===== config.mk =====
export PLATFORM = sky130hd
export DESIGN_NAME = sonar_burst_ranger_core
export DESIGN_NICKNAME = d
export VERILOG_FILES = /design/src/sv/sbr_pkg.sv /design/src/sv/sbr_seq.sv /design/src/sv/sonar_burst_ranger_core.sv
export SDC_FILE = /design/constraint.sdc
export NUM_CORES = 1
export LEC_CHECK = 0
export ABC_AREA = 0
export CAP_MARGIN = 10
export CORE_MARGIN = 3
export CORE_UTILIZATION = 30
export CTS_CLUSTER_SIZE = 20
export DETAILED_ROUTE_END_ITERATION = 8
export DONT_BUFFER_PORTS = 1
export GPL_TIMING_DRIVEN = 0
export PLACE_DENSITY = 0.47
export SLEW_MARGIN = 10
export SYNTH_ARGS = -nofsm -noshare
export SYNTH_HDL_FRONTEND = slang
export SYNTH_SLANG_ARGS = --single-unit

===== constraint.sdc =====
create_clock -name clk -period 3.8 [get_ports clk]
set_input_delay 0.76 -clock clk [delete_from_list [all_inputs] [get_ports clk]]
set_output_delay 0.76 -clock clk [all_outputs]
set_load 0.03 [all_outputs]

===== src/sv/sbr_pkg.sv =====
// Package for the sonar burst ranger: constants, codes, microcode types and program.
`default_nettype none

package sbr_pkg;

  // Default build values for the top-level parameters.
  localparam int MAX_READINGS_DEF = 16;
  localparam int WIDTH_BITS_DEF   = 17;

  // Fixed widths of the configuration registers.
  localparam int RPB_W   = 5;
  localparam int TRIG_W  = 10;
  localparam int START_W = 16;
  localparam int WTO_W   = 17;
  localparam int SAFE_W  = 17;
  localparam int GAP_W   = 20;

  // Configuration port shape.
  localparam int CFG_DATA_W = 20;
  localparam int CFG_IDX_W  = 3;

  // Configuration register indexes.
  localparam logic [CFG_IDX_W-1:0] REG_READINGS     = 3'd0;
  localparam logic [CFG_IDX_W-1:0] REG_TRIG_WIDTH   = 3'd1;
  localparam logic [CFG_IDX_W-1:0] REG_START_TMO    = 3'd2;
  localparam logic [CFG_IDX_W-1:0] REG_WIDTH_TMO    = 3'd3;
  localparam logic [CFG_IDX_W-1:0] REG_SAFE_WIDTH   = 3'd4;
  localparam logic [CFG_IDX_W-1:0] REG_BURST_GAP    = 3'd5;

  // Reset values of the configuration registers.
  localparam logic [RPB_W-1:0]   RST_READINGS   = 5'd4;
  localparam logic [TRIG_W-1:0]  RST_TRIG_WIDTH = 10'd10;
  localparam logic [START_W-1:0] RST_START_TMO  = 16'd5000;
  localparam logic [WTO_W-1:0]   RST_WIDTH_TMO  = 17'd60000;
  localparam logic [SAFE_W-1:0]  RST_SAFE_WIDTH = 17'd1000;
  localparam logic [GAP_W-1:0]   RST_BURST_GAP  = 20'd100000;

  // Phase of the ranging cycle.
  typedef enum logic [2:0] {
    PH_START = 3'd0,
    PH_TRIG  = 3'd1,
    PH_RISE  = 3'd2,
    PH_MEAS  = 3'd3,
    PH_GAP   = 3'd4
  } phase_t;

  // Datapath operation selected by a control word.
  typedef enum logic [2:0] {
    OP_NOP      = 3'd0,
    OP_FETCH    = 3'd1,
    OP_TICK     = 3'd2,
    OP_DIV_INIT = 3'd3,
    OP_DIV_STEP = 3'd4,
    OP_AVG      = 3'd5,
    OP_EMIT     = 3'd6
  } dp_op_t;

  // Jump condition of a control word.
  typedef enum logic [2:0] {
    C_NEVER    = 3'd0,
    C_ALWAYS   = 3'd1,
    C_NO_INPUT = 3'd2,
    C_NO_AVG   = 3'd3,
    C_DIV_MORE = 3'd4,
    C_OUT_BUSY = 3'd5
  } cond_t;

  typedef logic [2:0] step_t;

  // Program addresses.
  localparam step_t STEP_FETCH    = 3'd0;
  localparam step_t STEP_TICK     = 3'd1;
  localparam step_t STEP_DIV_INIT = 3'd2;
  localparam step_t STEP_DIV_STEP = 3'd3;
  localparam step_t STEP_AVG      = 3'd4;
  localparam step_t STEP_EMIT     = 3'd5;
  localparam step_t STEP_WRAP     = 3'd6;

  // One control word: operation, jump condition and jump target.
  typedef struct packed {
    dp_op_t op;
    cond_t  cond;
    step_t  target;
  } ucode_t;

  // Status flags from the datapath to the sequencer.
  typedef struct packed {
    logic in_fire;
    logic avg_due;
    logic div_more;
    logic out_busy;
  } flags_t;

  // Control store. A taken jump goes to target, otherwise to the next step.
  function automatic ucode_t ucode_rom(input step_t addr);
    ucode_t w;
    unique case (addr)
      STEP_FETCH:    w = '{op: OP_FETCH,    cond: C_NO_INPUT, target: STEP_FETCH};
      STEP_TICK:     w = '{op: OP_TICK,     cond: C_NO_AVG,   target: STEP_EMIT};
      STEP_DIV_INIT: w = '{op: OP_DIV_INIT, cond: C_NEVER,    target: STEP_FETCH};
      STEP_DIV_STEP: w = '{op: OP_DIV_STEP, cond: C_DIV_MORE, target: STEP_DIV_STEP};
      STEP_AVG:      w = '{op: OP_AVG,      cond: C_NEVER,    target: STEP_FETCH};
      STEP_EMIT:     w = '{op: OP_EMIT,     cond: C_OUT_BUSY, target: STEP_EMIT};
      STEP_WRAP:     w = '{op: OP_NOP,      cond: C_ALWAYS,   target: STEP_FETCH};
      default:       w = '{op: OP_NOP,      cond: C_ALWAYS,   target: STEP_FETCH};
    endcase
    return w;
  endfunction

endpackage

`default_nettype wire


===== src/sv/sbr_seq.sv =====
// Microcode sequencer: step counter, control store read and conditional jumps.
`default_nettype none

module sbr_seq (
  input  wire logic            clk,
  input  wire logic            rst,
  input  wire sbr_pkg::flags_t flags,
  output sbr_pkg::ucode_t      ctl
);

  sbr_pkg::step_t pc;
  sbr_pkg::step_t pc_next;
  logic           take;

  // The current control word comes straight from the store.
  assign ctl = sbr_pkg::ucode_rom(pc);

  // Evaluate the jump condition and pick the next step.
  always_comb begin
    unique case (ctl.cond)
      sbr_pkg::C_NEVER:    take = 1'b0;
      sbr_pkg::C_ALWAYS:   take = 1'b1;
      sbr_pkg::C_NO_INPUT: take = !flags.in_fire;
      sbr_pkg::C_NO_AVG:   take = !flags.avg_due;
      sbr_pkg::C_DIV_MORE: take = flags.div_more;
      sbr_pkg::C_OUT_BUSY: take = flags.out_busy;
      default:             take = 1'b0;
    endcase
    pc_next = take ? ctl.target : pc + 1'b1;
  end

  // Step counter.
  always_ff @(posedge clk) begin
    if (rst) begin
      pc <= sbr_pkg::STEP_FETCH;
    end else begin
      pc <= pc_next;
    end
  end

endmodule

`default_nettype wire


===== src/sv/sonar_burst_ranger_core.sv =====
// Sonar burst ranger top level: configuration, ranging datapath and output register.
//
// Each input transfer is one microsecond tick carrying the sampled echo level;
// every input transfer yields exactly one output transfer with the trigger
// level, the danger LED, the held average width and the burst flags.
// Both channels use valid and stall; a transfer happens on an edge with valid
// high and stall low. Registers are written through cfg_we, cfg_index and
// cfg_wdata, one per edge; the user must write them only while the block is
// idle, which the block itself does not enforce. A microcode sequencer runs
// each tick: fetch, phase update, then output. An ordinary tick runs the fetch,
// tick, emit and wrap steps before the next input transfer; the tick step
// registers its result, which enters the output register in the emit step.
// A tick that closes a burst with valid readings also runs the averaging
// divide, one quotient bit per cycle, and stores the average before emit.
// The result sits in an output register, so the next tick is accepted while
// it waits; a stalled receiver holds the block only once a second result is
// ready. Reset restores the register defaults, clears the held average and
// the LED, and starts a burst on the first tick.
`default_nettype none

module sonar_burst_ranger_core #(
  parameter int MAX_READINGS = sbr_pkg::MAX_READINGS_DEF,
  parameter int WIDTH_BITS   = sbr_pkg::WIDTH_BITS_DEF
) (
  input  wire logic                            clk,
  input  wire logic                            rst,
  // Configuration write port.
  input  wire logic                            cfg_we,
  input  wire logic [sbr_pkg::CFG_IDX_W-1:0]   cfg_index,
  input  wire logic [sbr_pkg::CFG_DATA_W-1:0]  cfg_wdata,
  // Input channel.
  input  wire logic                            in_valid,
  output logic                                 in_stall,
  input  wire logic                            echo_level,
  // Output channel.
  output logic                                 out_valid,
  input  wire logic                            out_stall,
  output logic                                 trigger_level,
  output logic                                 led_on,
  output logic [WIDTH_BITS-1:0]                average_width,
  output logic                                 burst_done,
  output logic                                 burst_valid
);

  localparam int CNT_BITS  = $clog2(MAX_READINGS + 1);
  localparam int SUM_BITS  = WIDTH_BITS + $clog2(MAX_READINGS);
  localparam int TICK_BITS = (WIDTH_BITS + 1 > sbr_pkg::GAP_W) ? WIDTH_BITS + 1
                                                                : sbr_pkg::GAP_W;
  localparam int LIM_W     = (WIDTH_BITS > sbr_pkg::WTO_W) ? WIDTH_BITS : sbr_pkg::WTO_W;
  localparam int CMP_W     = (CNT_BITS > sbr_pkg::RPB_W) ? CNT_BITS : sbr_pkg::RPB_W;
  localparam int DCNT_W    = $clog2(SUM_BITS + 1);
  localparam logic [LIM_W-1:0] WIDTH_MAX = LIM_W'((64'd1 << WIDTH_BITS) - 64'd1);
  localparam logic [CMP_W-1:0] MAX_LEN   = CMP_W'(MAX_READINGS);

  // Configuration registers.
  logic [sbr_pkg::RPB_W-1:0]   readings_per_burst;
  logic [sbr_pkg::TRIG_W-1:0]  trigger_width_us;
  logic [sbr_pkg::START_W-1:0] start_timeout_us;
  logic [sbr_pkg::WTO_W-1:0]   width_timeout_us;
  logic [sbr_pkg::SAFE_W-1:0]  safe_width_us;
  logic [sbr_pkg::GAP_W-1:0]   burst_gap_us;

  // Ranging state.
  sbr_pkg::phase_t       phase;
  logic [TICK_BITS-1:0]  phase_ticks;
  logic [CNT_BITS-1:0]   reading_index;
  logic [CNT_BITS-1:0]   valid_count;
  logic [SUM_BITS-1:0]   width_sum;
  logic [WIDTH_BITS-1:0] average_hold;
  logic                  led_hold;

  // Per-tick working registers.
  logic                  echo_r;
  logic                  res_trig;
  logic                  res_done;
  logic                  res_valid;

  // Divider registers: remainder, shifting dividend and quotient, step count.
  logic [CNT_BITS-1:0]   div_rem;
  logic [SUM_BITS-1:0]   div_quo;
  logic [DCNT_W-1:0]     div_cnt;

  // Sequencer interface.
  sbr_pkg::ucode_t       ctl;
  sbr_pkg::flags_t       flags;
  logic                  in_fire;
  logic                  out_busy;

  // Next values of the phase update.
  sbr_pkg::phase_t       phase_next;
  logic [TICK_BITS-1:0]  phase_ticks_next;
  logic [CNT_BITS-1:0]   reading_index_next;
  logic [CNT_BITS-1:0]   valid_count_next;
  logic [SUM_BITS-1:0]   width_sum_next;
  logic                  trig_next;
  logic                  finished;
  logic                  end_rd;

  // Limits derived from the registers.
  logic [sbr_pkg::TRIG_W-1:0]  trig1;
  logic [sbr_pkg::START_W-1:0] start1;
  logic [sbr_pkg::WTO_W-1:0]   wto1;
  logic [LIM_W-1:0]            wlim;
  logic [CMP_W-1:0]            rpb1;
  logic [CMP_W-1:0]            blen;

  // Divider step.
  logic [CNT_BITS:0]     div_trial;
  logic                  div_ge;
  logic [CNT_BITS:0]     div_diff;

  sbr_seq u_seq (
    .clk   (clk),
    .rst   (rst),
    .flags (flags),
    .ctl   (ctl)
  );

  // Handshake and sequencer flags.
  assign in_stall = (ctl.op != sbr_pkg::OP_FETCH);
  assign in_fire  = in_valid && !in_stall;
  assign out_busy = out_valid && out_stall;

  assign flags.in_fire  = in_fire;
  assign flags.avg_due  = finished && (valid_count_next != '0);
  assign flags.div_more = (div_cnt != DCNT_W'(1));
  assign flags.out_busy = out_busy;

  // A zero setting acts as one; the burst length and width limit are clamped.
  always_comb begin
    trig1  = (trigger_width_us == '0) ? sbr_pkg::TRIG_W'(1) : trigger_width_us;
    start1 = (start_timeout_us == '0) ? sbr_pkg::START_W'(1) : start_timeout_us;
    wto1   = (width_timeout_us == '0) ? sbr_pkg::WTO_W'(1) : width_timeout_us;
    wlim   = (LIM_W'(wto1) > WIDTH_MAX) ? WIDTH_MAX : LIM_W'(wto1);
    rpb1   = (readings_per_burst == '0) ? CMP_W'(1) : CMP_W'(readings_per_burst);
    blen   = (rpb1 > MAX_LEN) ? MAX_LEN : rpb1;
  end

  // Phase update for one tick.
  always_comb begin
    phase_next         = phase;
    phase_ticks_next   = phase_ticks;
    reading_index_next = reading_index;
    valid_count_next   = valid_count;
    width_sum_next     = width_sum;
    trig_next          = 1'b0;
    end_rd             = 1'b0;
    finished           = 1'b0;
    unique case (phase) inside
      sbr_pkg::PH_START, sbr_pkg::PH_TRIG: begin
        // The start tick clears the burst and is also the first trigger tick.
        if (phase == sbr_pkg::PH_START) begin
          reading_index_next = '0;
          valid_count_next   = '0;
          width_sum_next     = '0;
          phase_ticks_next   = '0;
        end
        trig_next        = 1'b1;
        phase_ticks_next = phase_ticks_next + 1'b1;
        if (phase_ticks_next >= TICK_BITS'(trig1)) begin
          phase_next       = sbr_pkg::PH_RISE;
          phase_ticks_next = '0;
        end else begin
          phase_next = sbr_pkg::PH_TRIG;
        end
      end
      sbr_pkg::PH_RISE: begin
        if (echo_r) begin
          phase_next       = sbr_pkg::PH_MEAS;
          phase_ticks_next = TICK_BITS'(1);
        end else begin
          phase_ticks_next = phase_ticks + 1'b1;
          end_rd = (phase_ticks_next >= TICK_BITS'(start1));
        end
      end
      sbr_pkg::PH_MEAS: begin
        if (!echo_r) begin
          width_sum_next   = width_sum + SUM_BITS'(phase_ticks);
          valid_count_next = valid_count + 1'b1;
          end_rd           = 1'b1;
        end else begin
          phase_ticks_next = phase_ticks + 1'b1;
          end_rd = (phase_ticks_next > TICK_BITS'(wlim));
        end
      end
      default: begin
        // Gap between bursts; unused codes behave the same.
        phase_ticks_next = phase_ticks + 1'b1;
        if (phase_ticks_next >= TICK_BITS'(burst_gap_us)) begin
          phase_next       = sbr_pkg::PH_START;
          phase_ticks_next = '0;
        end
      end
    endcase

    // End of a reading: next trigger, or close the burst.
    if (end_rd) begin
      reading_index_next = reading_index_next + 1'b1;
      phase_ticks_next   = '0;
      if (CMP_W'(reading_index_next) >= blen) begin
        finished   = 1'b1;
        phase_next = (burst_gap_us == '0) ? sbr_pkg::PH_START : sbr_pkg::PH_GAP;
      end else begin
        phase_next = sbr_pkg::PH_TRIG;
      end
    end
  end

  // Restoring divide step: one quotient bit per cycle.
  always_comb begin
    div_trial = {div_rem, div_quo[SUM_BITS-1]};
    div_ge    = (div_trial >= {1'b0, valid_count});
    div_diff  = div_trial - {1'b0, valid_count};
  end

  // Control state: configuration, ranging state, held results, output valid.
  always_ff @(posedge clk) begin
    if (rst) begin
      readings_per_burst <= sbr_pkg::RST_READINGS;
      trigger_width_us   <= sbr_pkg::RST_TRIG_WIDTH;
      start_timeout_us   <= sbr_pkg::RST_START_TMO;
      width_timeout_us   <= sbr_pkg::RST_WIDTH_TMO;
      safe_width_us      <= sbr_pkg::RST_SAFE_WIDTH;
      burst_gap_us       <= sbr_pkg::RST_BURST_GAP;
      phase              <= sbr_pkg::PH_START;
      phase_ticks        <= '0;
      reading_index      <= '0;
      valid_count        <= '0;
      width_sum          <= '0;
      average_hold       <= '0;
      led_hold           <= 1'b0;
      out_valid          <= 1'b0;
    end else begin
      if (cfg_we) begin
        unique case (cfg_index)
          sbr_pkg::REG_READINGS:   readings_per_burst <= cfg_wdata[sbr_pkg::RPB_W-1:0];
          sbr_pkg::REG_TRIG_WIDTH: trigger_width_us   <= cfg_wdata[sbr_pkg::TRIG_W-1:0];
          sbr_pkg::REG_START_TMO:  start_timeout_us   <= cfg_wdata[sbr_pkg::START_W-1:0];
          sbr_pkg::REG_WIDTH_TMO:  width_timeout_us   <= cfg_wdata[sbr_pkg::WTO_W-1:0];
          sbr_pkg::REG_SAFE_WIDTH: safe_width_us      <= cfg_wdata[sbr_pkg::SAFE_W-1:0];
          sbr_pkg::REG_BURST_GAP:  burst_gap_us       <= cfg_wdata[sbr_pkg::GAP_W-1:0];
          default: ;
        endcase
      end
      if (ctl.op == sbr_pkg::OP_TICK) begin
        phase         <= phase_next;
        phase_ticks   <= phase_ticks_next;
        reading_index <= reading_index_next;
        valid_count   <= valid_count_next;
        width_sum     <= width_sum_next;
      end
      if (ctl.op == sbr_pkg::OP_AVG) begin
        average_hold <= div_quo[WIDTH_BITS-1:0];
        led_hold     <= (LIM_W'(div_quo[WIDTH_BITS-1:0]) < LIM_W'(safe_width_us));
      end
      // The output register empties on a transfer and refills on emit.
      if (out_valid && !out_stall) begin
        out_valid <= 1'b0;
      end
      if ((ctl.op == sbr_pkg::OP_EMIT) && !out_busy) begin
        out_valid <= 1'b1;
      end
    end
  end

  // Payload registers: sampled echo, tick results, divider, output fields.
  always_ff @(posedge clk) begin
    if (in_fire) begin
      echo_r <= echo_level;
    end
    if (ctl.op == sbr_pkg::OP_TICK) begin
      res_trig  <= trig_next;
      res_done  <= finished;
      res_valid <= flags.avg_due;
    end
    if (ctl.op == sbr_pkg::OP_DIV_INIT) begin
      div_rem <= '0;
      div_quo <= width_sum;
      div_cnt <= DCNT_W'(SUM_BITS);
    end
    if (ctl.op == sbr_pkg::OP_DIV_STEP) begin
      div_rem <= div_ge ? div_diff[CNT_BITS-1:0] : div_trial[CNT_BITS-1:0];
      div_quo <= {div_quo[SUM_BITS-2:0], div_ge};
      div_cnt <= div_cnt - 1'b1;
    end
    if ((ctl.op == sbr_pkg::OP_EMIT) && !out_busy) begin
      trigger_level <= res_trig;
      burst_done    <= res_done;
      burst_valid   <= res_valid;
      led_on        <= led_hold;
      average_width <= average_hold;
    end
  end

endmodule

`default_nettype wire


==> flow_summary.ini, run 1 <==
[status]
status = finished clean

[timing]
worstMarginPinSlew_ns = 1.17
setup_viol = 0
fin_skew_ns = 0.0188
period_minus_slack_ns = 3.77
hold_viol = 0
min_period_over_period_pct = 99.3
fin_tns_setup_ns = 0
report.final.slew_viol_count = 0
slew_headroom_pct = 21.3
rsz0062_at_grt = true
fmax_ghz = 0.265

[floorplanning]
io_pins = 52
die_w_um = 212
fp.dieH_um = 212
dieArea_um2 = 44900
core_area_um2 = 41300
rows = 74
initial_core_util_pct = 30.8

[synthesis]
ys_types = 70
mappedNetlistNets = 1690
synth_edf_count = 56
synth_area_leaders = dfxtp_1, edfxtp_1, ha_1
synth_flop_cell = dfxtp_1
synth-seq-area-share_pct = 38.6
yosys_warnings = 0
syn_area_um2 = 12700
yosys.area.top_type = dfxtp_1
syn_avg_cell_area_um2 = 8.27
synth.top_cell.area_share_pct = 25.4
ys_ff_latch = 217
synthArstFlopShare_pct = 0
synthCells = 1537

[cts]
cts_buffers = 26
cts_sinks = 217
cts_tree = done
ctsLongestPathBuffers = 3
clk_pin_slew_ns = 0.06
clkLatencyLatePin_ns = 0.56
cts-root-buf = clkbuf_16
htree_num_levels = 1

[worst_setup_path]
reg2reg_from = phase_ticks[2]$_SDFFE_PP0P_
cpPeakStageDelay_ns = 0.49
r2r-end = phase[2]$_SDFFE_PP0P_
critPathKind = reg -> reg
critPathLaunchType = register
worstPathArrival_ns = 4.23
r2r_slack_ns = 0.03
end_kind = register
rr_worst_depth = 15
cp-startpoint = phase_ticks[2]$_SDFFE_PP0P_
cp_cell_sequence = buf_8, and4_4, nand4_1, nor2_2, xor2_2, buf_4, ha_1, nand4_1, a211oi_2, nor4_4, buf_4, a211o_4, a211oi_4, or4b_1, a21oi_2
cp_max_fo = 4
crit_path_end = phase[2]$_SDFFE_PP0P_
cp_slowest_cell = or4b_1
required_ns = 4.26

[drt]
vias = 11500
wl_met2_mm = 18.2
drc = 0
wirelength_met1_mm = 20.3
wl_met3_mm = 2.46
wirelength_mm = 42.3
first_iter_violations = 925
avgViaCountPerCell = 5.29
top_layer = met4
ant_nets = 0
first_pass_iters = 5
wire_per_inst_um = 19.5

[pwr]
leakagePower_uw = 0.00613
p_per_area_nw_per_um2 = 502
power_uw = 7740
ir_drop_mv = 0.325

[final_layout]
antennaDiodeCount = 0
nets = 1772
drive_above_1_share_pct = 13.3
synthToLayoutAreaGrowth_pct = 21.4
final_common_cell = nand2_1
final_cell_mix = nand2_1, a21oi_1, dfxtp_1
final_cells = 2169
final_util_pct = 37.3

[flow_run]
max-cap-violations = 0

[global_routing]
antenna_found_initial = 1
overflow = 0
grt_first_pass_wirelength_mm = 64.3
grt_max_degree = 18
first_global_vias = 10800
grt_usage_pct = 18.7

[placed_design]
place_congestion = 0.910
dp_hpwl_mm = 31.4
port_buffers = 0
place_inst = 2071

[hold_path]
hold_path.class = in -> reg
## area by class of cell
class	instances	area, µm²
Buffer	72	352
Clock buffer	36	738
Clock inverter	10	145
Fill cell	4265	25900
Inverter	111	417
Multi-Input combinational cell	1133	7680
Sequential cell	217	4960
Tap cell	532	666
Timing Repair Buffer	58	467
## Yosys cell counts, types with 5 or more instances
| library cell | n |
|---|---|
| nand2_1 | 306 |
| nor2_1 | 94 |
| and2_1 | 8 |
| a21o_1 | 21 |
| nor4_1 | 24 |
| a21oi_1 | 158 |
| a31o_2 | 5 |
| clkbuf_1 | 65 |
| a31oi_1 | 9 |
| edfxtp_1 | 56 |
| a221oi_1 | 6 |
| mux2i_1 | 8 |
| a211o_1 | 17 |
| nor2b_1 | 19 |
| o21ai_0 | 50 |
| nand4_1 | 13 |
| o21a_1 | 5 |
| ha_1 | 122 |
| xor2_1 | 14 |
| buf_2 | 7 |
| a22oi_1 | 15 |
| a211oi_1 | 21 |
| nand3b_1 | 21 |
| nor3_1 | 26 |
| or3_1 | 6 |
| xnor2_1 | 29 |
| o21bai_1 | 5 |
| inv_1 | 111 |
| o31ai_1 | 10 |
| nand3_1 | 31 |
| nand2b_1 | 10 |
| dfxtp_1 | 161 |
| and3_1 | 7 |
## registers in the layout, indices dropped and copies added (netlist names), 16 cells and up
register          cells
div_quo              21
width_sum            21
burst_gap_us         20
phase_ticks          20
average_hold         17
average_width        17
safe_width_us        17
width_timeout_us     17
start_timeout_us     16
## kinds of logic after synthesis
logic type | count (synthesis) | share of synthesized area, %
adder cells (fa/ha/maj) | 124 | 12.3
AND/OR/NAND/NOR | 589 | 21.2
buffers and inverters | 187 | 5.59
XOR/XNOR | 43 | 2.96
flip-flops | 217 | 38.6
multiplexers | 10 | 0.808
AO/OA/AOI/OAI | 367 | 18.5
## power breakdown
group          internal, µW  switching, µW  total [µW]
Sequential             2770            366        3140
Combinational           692           1310        2000
Clock                  1560           1040        2600
Total                  5030           2720        7740
## worst max-delay path: cells and delay by family, from the launching register on
kind	cells	cell delay (ns)
compound gates	4	1.11
xor+xnor	1	0.10
fa+ha+maj	1	0.30
buf+inv	3	0.45
flops	1	0.36
simple gates	6	1.37
## worst min-delay path by stage
stage                                   from                       to  slack, ns  cells after the start
after floorplan           res_done$_DFFE_PN_     burst_done$_DFFE_PP_       0.40                      0
after global placement    res_done$_DFFE_PN_     burst_done$_DFFE_PP_       0.40                      0
after detailed placement  res_trig$_DFFE_PN_  trigger_level$_DFFE_PP_       0.40                      0
after CTS                         echo_level         echo_r$_DFFE_PP_       0.27                      0
after global routing              echo_level         echo_r$_DFFE_PP_       0.28                      0
final                             echo_level         echo_r$_DFFE_PP_       0.30                      0
## stage by stage
stage	hold slack [ns]	instance area [µm²]	worst slack, ns
after detailed placement	0.405	13400	-1.63
final	0.301	15400	0.0257
after global routing	0.277	15400	-0.0613
after floorplan	0.400	12700	0.00216
after global placement	0.404	13400	-2.03
after CTS	0.272	15100	0.00283
## metal layers
layer	vias up	track usage, %
li1	5586	-
met1	5466	26.9
met2	349	29.1
met3	66	2.37
met4	0	5.73
met5	-	0
## repair_timing
item / CTS / global route
setup buffers: 37 / 19
gates cloned: 1 / 0
pin swaps: 24 / 24
hold buffers: 0 / 0
gates resized for setup: 110 / 55
endpoints found under the setup margin: 33 / 41
Note: power is estimated with default switching activity, not from simulation.
==> run 2, diff against run 1 <==
==> constraint.sdc (replaced) <==
create_clock -name clk -period 3.8 [get_ports clk]
set_input_delay 0.19 -clock clk [delete_from_list [all_inputs] [get_ports clk]]
set_output_delay 0.19 -clock clk [all_outputs]
set_load 0.03 [all_outputs]
==> flow_summary.ini, run 2 (synthesis results as in run 1) <==
[cts]
cts_buffers = 26
cts_tree = done
clkLatencyLatePin_ns = 0.56
clk_pin_slew_ns = 0.06
ctsLongestPathBuffers = 3
htree_num_levels = 1
cts_sinks = 217
cts-root-buf = clkbuf_16

[floorplanning]
dieArea_um2 = 44900
rows = 74
initial_core_util_pct = 30.8
die_w_um = 212
io_pins = 52
core_area_um2 = 41300
fp.dieH_um = 212

[timing]
report.final.slew_viol_count = 0
rsz0062_at_grt = true
hold_viol = 0
min_period_over_period_pct = 99.2
fmax_ghz = 0.265
setup_viol = 0
slew_headroom_pct = 24.1
worstMarginPinSlew_ns = 1.14
period_minus_slack_ns = 3.77
fin_skew_ns = 0.0169
layout_setup_ws_ns = 0.0306

[worst_setup_path]
cp-startpoint = phase_ticks[4]$_SDFFE_PP0P_
worstPathArrival_ns = 4.23
crit_family = simple AND/OR/NAND/NOR gates
required_ns = 4.26
reg2reg_from = phase_ticks[4]$_SDFFE_PP0P_
cp_cell_sequence = buf_6, nand4_1, buf_6, nor4_4, xor2_2, buf_4, ha_1, and4_1, nand2_1, o211a_4, a211o_4, a211oi_4, or4b_1, a21oi_2
end_kind = register
cp_max_fo = 10
cp_slowest_cell = or4b_1
worst_path_most_repeated_cell = buf_6
critPathKind = reg -> reg
cpPeakStageDelay_ns = 0.49
critPathLaunchType = register
cp_num_buf_inv = 3

[drt]
first_iter_violations = 896
avgViaCountPerCell = 5.25
vias = 11500
ant_nets = 0
wirelength_mm = 43.2
drc = 0
first_pass_iters = 5
wire_per_inst_um = 19.7

[global_routing]
grt_max_degree = 18
grt_first_pass_wirelength_mm = 65.4
antenna_found_initial = 1
overflow = 0
grt_usage_pct = 19.0
first_global_vias = 10900

[status]
status = finished clean

[pwr]
ir_drop_mv = 0.327
p_per_area_nw_per_um2 = 496
leakagePower_uw = 0.00624

[final_layout]
antennaDiodeCount = 0
seqCellArea_um2 = 4960
final_common_cell = nand2_1
fillers = 4250
nets = 1798
final_cell_mix = nand2_1, a21oi_1, dfxtp_1
multiInputGateArea_um2 = 7690
final_util_pct = 38.0
reg_top3 = div_quo: 21 flops, width_sum: 21 flops
synthToLayoutAreaGrowth_pct = 23.6
drive_above_1_share_pct = 13.2

[hold_path]
hold_start = cfg_index[2]
hold_path.class = in -> reg

[placed_design]
port_buffers = 0
place_congestion = 0.910
dp_hpwl_mm = 31.4
pre_cts_ws_ns = -1.63

[flow_run]
max-cap-violations = 0
==> run 2: changes by cell type in the layout (fill, tap and decap cells not counted) <==
cell           change
buf_8              +1
o31ai_4            +1
buf_6              -1
buf_4              +1
o31ai_1            -1
dlygate4sd3_1     +25
==> run 2: final timing paths <==
kind | slack (ns) | cells after the start | to
min reg2reg | 0.42 | 0 | burst_done$_DFFE_PP_
min | 0.04 | 4 | trigger_width_us[3]$_SDFFE_PP1P_
max | 0.03 | 14 | phase[2]$_SDFFE_PP0P_
max reg2reg | 0.03 | 14 | phase[2]$_SDFFE_PP0P_
==> run 2: what timing repair did <==
item / CTS / global route
endpoints found under the setup margin: 33 / 41
setup buffers: 37 / 20
resized for setup: 110 / 58
pin swaps: 24 / 26
hold buffers: 25 / 0
endpoints found under the hold margin: 92 / 0
cloned: 1 / 0
==> run 2: metal layers <==
| layer | global-route usage [%] | up-vias | wire, µm |
|---|---|---|---|
| met2 | 29.3 | 322 | 18500 |
| met3 | 2.62 | 72 | 2400 |
| met4 | 6.05 | 0 | 1470 |
| met5 | 0 | - | 0 |
| li1 | - | 5640 | - |
| met1 | 27.4 | 5481 | 20900 |
==> run 2: where the power goes <==
group | internal (µW) | total [µW] | switching, µW
Combinational | 710 | 2050 | 1340
Sequential | 2770 | 3140 | 365
Clock | 1560 | 2600 | 1040
Total | 5040 | 7790 | 2750
==> run 2: layout make-up <==
class                      count  area share [%]
tap                          532            4.24
sequential                   217            31.6
clock buffer                  36            4.70
timing repair buffer          84            4.62
clock inverter                10           0.925
multi-input combinational   1133            49.0
buffer                        72            2.26
inverter                     111            2.65
==> run 2: through the flow <==
step / TNS, ns / cells / cell area, µm² / hold WS [ns] / power (µW)
detailed placement: -46.70 / 2071 / 13400 / 0.289 / 5070
CTS: 0 / 2177 / 15300 / 0.0126 / 7800
global route: -0.130 / 2195 / 15700 / 0.0515 / 8200
finish: 0 / 2195 / 15700 / 0.0350 / 7790
global placement: -92.56 / 2069 / 13400 / 0.289 / 5020
floorplan: 0 / 1537 / 12700 / 0.289 / 4380
==> run 2: tightest hold or removal path, delay by kind of cell <==
kind / cells / cell delay, ns
AO/OA/AOI/OAI: 1 / 0.10
AND/OR/NAND/NOR: 3 / 0.27
